--- config.mk ---
export PLATFORM = sky130hd
export DESIGN_NAME = swpe_front_flat
export DESIGN_NICKNAME = d
export VERILOG_FILES = /design/src/swpe_pkg.sv /design/src/swpe_if.sv /design/src/swpe_front.sv /design/src/flat_wrapper.sv
export SDC_FILE = /design/constraint.sdc
export NUM_CORES = 1
export LEC_CHECK = 0
export ABC_AREA = 1
export ABC_CLOCK_PERIOD_IN_PS = 9000
export BUFFER_PORTS_ARGS = -buffer_cell sky130_fd_sc_hd__clkbuf_2
export CORE_UTILIZATION = 45
export CTS_BUF_LIST = sky130_fd_sc_hd__clkbuf_4
export DETAILED_ROUTE_END_ITERATION = 6
export HOLD_SLACK_MARGIN = 0.03
export PLACE_DENSITY = 0.7
export SYNTH_ARGS = -nofsm -noshare
export SYNTH_HDL_FRONTEND = slang
export SYNTH_SLANG_ARGS = --single-unit
--- constraint.sdc ---
create_clock -name clk -period 9 [get_ports clk]
set_input_delay 1.8 -clock clk [delete_from_list [all_inputs] [get_ports clk]]
set_output_delay 1.8 -clock clk [all_outputs]
set_load 0.05 [all_outputs]
--- src/swpe_pkg.sv ---
// Package for the word program executor: opcodes, queue entry type, sizes.
// No dependencies.
package swpe_pkg;

  localparam int WORD_W = 64;
  localparam int SLOT_W = 8;
  localparam int OP_W   = 5;

  typedef enum logic [OP_W-1:0] {
    OP_CONST = 5'd0,  OP_INV  = 5'd1,  OP_INT  = 5'd2,  OP_AND  = 5'd3,
    OP_OR    = 5'd4,  OP_XOR  = 5'd5,  OP_ADD  = 5'd6,  OP_SUB  = 5'd7,
    OP_MUL   = 5'd8,  OP_SHL  = 5'd9,  OP_SHR  = 5'd10, OP_SAR  = 5'd11,
    OP_NOT   = 5'd12, OP_NEG  = 5'd13, OP_ULT  = 5'd14, OP_SLT  = 5'd15,
    OP_EQ    = 5'd16, OP_NEZ  = 5'd17, OP_SEL  = 5'd18, OP_POP  = 5'd19,
    OP_CLZ   = 5'd20, OP_UDIV = 5'd21, OP_UREM = 5'd22, OP_SDIV = 5'd23,
    OP_SREM  = 5'd24, OP_MULHI = 5'd25
  } opcode_t;

  // Classified step handed from front to back
  typedef struct packed {
    logic              execute;
    logic [OP_W-1:0]   opcode;
    logic [SLOT_W-1:0] dest;
    logic [SLOT_W-1:0] a_index;
    logic              a_used;
    logic [SLOT_W-1:0] b_index;
    logic              b_used;
    logic [SLOT_W-1:0] c_index;
    logic              c_used;
    logic [WORD_W-1:0] imm;
  } step_t;

endpackage

--- src/swpe_if.sv ---
// Stream interfaces for input steps and results.
// No dependencies.
interface swpe_in_if;
  logic                      valid;
  logic                      ready;
  logic                      mode;
  logic [4:0]                opcode;
  logic [7:0]                dest;
  logic [7:0]                a_index;
  logic                      a_used;
  logic [7:0]                b_index;
  logic                      b_used;
  logic [7:0]                c_index;
  logic                      c_used;
  logic [63:0]               imm;
  modport source (output valid, mode, opcode, dest, a_index, a_used, b_index, b_used,
                  c_index, c_used, imm, input ready);
  modport sink   (input valid, mode, opcode, dest, a_index, a_used, b_index, b_used,
                  c_index, c_used, imm, output ready);
endinterface


--- src/swpe_front.sv ---
// Front end: takes input transfers into a two-entry step queue.
// Depends on swpe_pkg.
module swpe_front (
  input  logic            clk,
  input  logic            rst,
  swpe_in_if.sink         in,
  output swpe_pkg::step_t q_data,
  output logic            q_valid,
  input  logic            q_pop
);
  import swpe_pkg::*;

  step_t      mem [2];
  logic       wr_ptr, rd_ptr;
  logic [1:0] count;
  logic       push;

  assign in.ready = (count != 2'd2);
  assign push     = in.valid && in.ready;
  assign q_valid  = (count != 2'd0);
  assign q_data   = mem[rd_ptr];

  // Queue storage
  always_ff @(posedge clk) begin
    if (push) begin
      mem[wr_ptr] <= '{execute: in.mode, opcode: in.opcode, dest: in.dest,
                       a_index: in.a_index, a_used: in.a_used,
                       b_index: in.b_index, b_used: in.b_used,
                       c_index: in.c_index, c_used: in.c_used, imm: in.imm};
    end
  end

  // Pointers and fill
  always_ff @(posedge clk) begin
    if (rst) begin
      wr_ptr <= 1'b0;
      rd_ptr <= 1'b0;
      count  <= 2'd0;
    end else begin
      if (push) wr_ptr <= ~wr_ptr;
      if (q_pop) rd_ptr <= ~rd_ptr;
      count <= count + {1'b0, push} - {1'b0, q_pop};
    end
  end
endmodule

--- src/flat_wrapper.sv ---
// flat-port wrapper written by rule: the top's interface ports become plain ports
module swpe_front_flat import swpe_pkg::*;
  (clk, rst, q_data, q_valid, q_pop, in_valid, in_mode, in_opcode, in_dest, in_a_index, in_a_used, in_b_index, in_b_used, in_c_index, in_c_used, in_imm, in_ready);
  swpe_in_if in_i ();
  input  logic clk;
  input  logic rst;
  output swpe_pkg::step_t q_data;
  output logic q_valid;
  input  logic q_pop;
  input wire logic [$bits(in_i.valid)-1:0] in_valid;
  input wire logic [$bits(in_i.mode)-1:0] in_mode;
  input wire logic [$bits(in_i.opcode)-1:0] in_opcode;
  input wire logic [$bits(in_i.dest)-1:0] in_dest;
  input wire logic [$bits(in_i.a_index)-1:0] in_a_index;
  input wire logic [$bits(in_i.a_used)-1:0] in_a_used;
  input wire logic [$bits(in_i.b_index)-1:0] in_b_index;
  input wire logic [$bits(in_i.b_used)-1:0] in_b_used;
  input wire logic [$bits(in_i.c_index)-1:0] in_c_index;
  input wire logic [$bits(in_i.c_used)-1:0] in_c_used;
  input wire logic [$bits(in_i.imm)-1:0] in_imm;
  output wire logic [$bits(in_i.ready)-1:0] in_ready;
  assign in_i.valid = in_valid;
  assign in_i.mode = in_mode;
  assign in_i.opcode = in_opcode;
  assign in_i.dest = in_dest;
  assign in_i.a_index = in_a_index;
  assign in_i.a_used = in_a_used;
  assign in_i.b_index = in_b_index;
  assign in_i.b_used = in_b_used;
  assign in_i.c_index = in_c_index;
  assign in_i.c_used = in_c_used;
  assign in_i.imm = in_imm;
  assign in_ready = in_i.ready;
  swpe_front u_core (.clk(clk), .rst(rst), .in(in_i), .q_data(q_data), .q_valid(q_valid), .q_pop(q_pop));
endmodule
==> reports/results.tsv <==
stage	metric	value	unit
synthesis	post-synthesis instance area	8051	um^2
floorplanning	Starting Density	0.4639	
pwr	PwrDens	247.7	nW/um^2
route	DR iter-0 viols	174	
sta	Slew @ Worst Pin	0.9545	ns
placement	I/O Buffers	215	
placement	hpwl dp	9500	um
clocking	Post-CTS Resized	0	
setup_path	WP data arrival	3.05	ns
cells_and_area	Layout area overhead	24.21	%
synthesis	Seq/Total Area, Yosys	0.7956	
floorplanning	die area	18430	um^2
cells_and_area	diode count	0	
clocking	H-tree depth	2	
clocking	Root Driver	clkbuf_4	
floorplanning	Core ar.	17360	um^2
cells_and_area	commonest non-fill, non-tap cell in the layout	clkbuf_2	
setup_path	CP Capture Type	output pin	
setup_path	WP data required	7.20	ns
flow_run	max-cap viol count	0	
sta	skew final	0.03219	ns
route	remaining routing DRC violations	0	
cells_and_area	fraction of layout cells with a size suffix above 1	0.6190	
clocking	CTS Buffer Depth	3	
setup_path	critical path fanouts, max	57	
route	Post-DRT Antenna Nets	0	
synthesis	largest family of logic cells by synthesized area	multiplexers	
synthesis	simple-gate share of the synthesized area	0.008081	
setup_path	CP top delay family	buffers and inverters	
clocking	Clock transition at path regs	0.06	ns
grt	first-pass GRT wire length	21230	um
cells_and_area	Layout Nets	732	
placement	Placer Congestion	0.7297	
grt	vias in the first global route	4522	
clocking	setup bufs post-CTS	0	
clocking	CTS hold repair buffers	0	
synthesis	number of synthesized register bits	215	
setup_path	Buf/Inv on CP	2	
grt	largest net degree at the start of global routing	58	
route	DR vias	4256	
synthesis	Synth Area in Compound Gates	0.001865	
setup_path	Critical Path Start Type	flip-flop	
route	WL final	14200	um
grt	antenna violations before repair	1	
sta	f_max	206.2	MHz
sta	Setup Total Neg Slack	0	ns
route	TritonRoute pass-1 iters	4	
synthesis	Syn Nets	470	
floorplanning	I/O pins	216	
route	drt wl/cell	15.98	um
setup_path	slowest CP cell	buf_4	
clocking	TritonCTS Buffers	52	
sta	# setup viols final	0	
floorplanning	DIE WIDTH	135.8	um
synthesis	Netlist cell types	16	
pwr	leakage power	3.987	nW
setup_path	Setup CP Type	flip-flop to output pin	
setup_path	CP cell instances	buf_4 -> mux2_2 -> clkbuf_2	
status	status	completed	
sta	Fin. Hold Viols	0	
sta	Slew HR	0.3637	
sta	setup repair after global routing missed its margin	false	
grt	grt total ovfl	0	
route	vias per cell	4.787	
grt	Global Route Usage Sum	0.1532	
synthesis	post-synthesis adder-cell area fraction	0.001554	
floorplanning	Chip Height	135.8	um
sta	post-layout min period	4.850	ns
synthesis	Mapped Cells	360	
synthesis	Avg Synthesized Cell Area	22.37	um^2
sta	Fin Hold WS	0.5333	ns
floorplanning	row count	48	
synthesis	mux cell area share after synthesis	0.1702	
pwr	VDD IR max	0.0001314	V
sta	fin crit share	0.5388	
cells_and_area	most frequent cells in the layout	clkbuf_2 (215), edfxtp_1 (210), clkbuf_4 (79)	
setup_path	Largest stage delay, worst path	0.87	ns
synthesis	xor/xnor share of the synthesized area	0.001088	
clocking	Clock Latency Late Sink	0.64	ns
worst_hold_path	Worst Hold Class	flip-flop to flip-flop	
sta	Final Slew Violations	0	
clocking	CTS tree	yes	
clocking	Clock Sinks	215	
synthesis	Syn. warnings	0	
[registers in the layout (all words and copies together) (netlist names), named ones only]
signal / flops
u_core.mem: 210
u_core.count: 2
u_core.wr_ptr: 1
u_core.rd_ptr: 1
[layer usage]
| metal | routed length [um] | part of all wire | vias to the layer above | track usage |
|---|---|---|---|---|
| met3 | 1322 | 0.093 | 31 | 0.06210 |
| met4 | 354 | 0.025 | 2 | 0.08427 |
| met2 | 7147 | 0.50 | 185 | 0.2619 |
| met5 | 15 | 0.0011 | - | 0 |
| met1 | 5363 | 0.38 | 2067 | 0.1597 |
| li1 | - | - | 1971 | - |
[metrics by stage]
| stage | cell area, um^2 | setup slack [ns] | utilization | std cells | total power, mW |
|---|---|---|---|---|---|
| CTS | 10000 | 4.061 | 0.5762 | 889 | 2.515 |
| detailed placement | 9314 | 4.779 | 0.5366 | 793 | 1.724 |
| finish | 10000 | 4.150 | 0.5762 | 889 | 2.477 |
| floorplan | 8051 | 2.139 | - | 360 | 1.626 |
| global placement | 9314 | 4.835 | 0.5366 | 793 | 1.712 |
| global route | 10000 | 3.965 | 0.5762 | 889 | 2.580 |
[final timing paths]
kind	slack [ns]	cells after the start	to	from
worst min-delay path	0.53	2	flip-flop	u_core.rd_ptr
worst max register to register	7.16	5	u_core.mem[0][73]	u_core.count[0]
worst max-delay path	4.15	3	q_data[48]	flip-flop
worst min register to register	0.53	2	flip-flop	u_core.rd_ptr
[cells by family (layout without fill, tap and decap cells)]
kind of cell	count (synthesis)	in the layout
flops	215	215
mux	105	105
buf+inv	18	322
simple gates	17	17
compound gates	3	3
fa+ha+maj	1	1
xor+xnor	1	1
[Yosys cell counts]
cell	n	area, um^2
edfxtp_1	210	6306
mux2_2	55	619.3
mux2_4	50	750.7
nand2_1	9	33.78
nor2_1	7	26.28
inv_1	6	22.52
buf_12	5	100.1
buf_2	5	25.02
dfxtp_1	5	100.1
a21oi_1	2	10.01
buf_6	1	11.26
buf_8	1	15.01
ha_1	1	12.51
nand3_1	1	5.000
o21ai_0	1	5.000
xnor2_1	1	8.760
[worst reg2reg max path, cell delays in order, from the launching register on]
cell and delay [ns]:
dfxtp_1 0.30, inv_1 0.06, nand2_1 0.14, nand2_1 0.18, nor2_4 0.12, buf_4 0.59
[layout make-up]
class	count	area [um^2]
fill	1361	7356
tap	225	281.5
inverter	6	22.52
multi-input combinational	127	1486
sequential	215	6410
clock inverter	17	93.84
clock buffer	79	593.1
timing repair buffer	220	1114
[report_power, final]
group          internal [mW]  switching, mW  total, mW
registers               1.19         0.0276       1.22
logic                  0.138          0.340      0.479
clock network          0.430          0.349      0.779
Power figures use the tool's default switching activity.
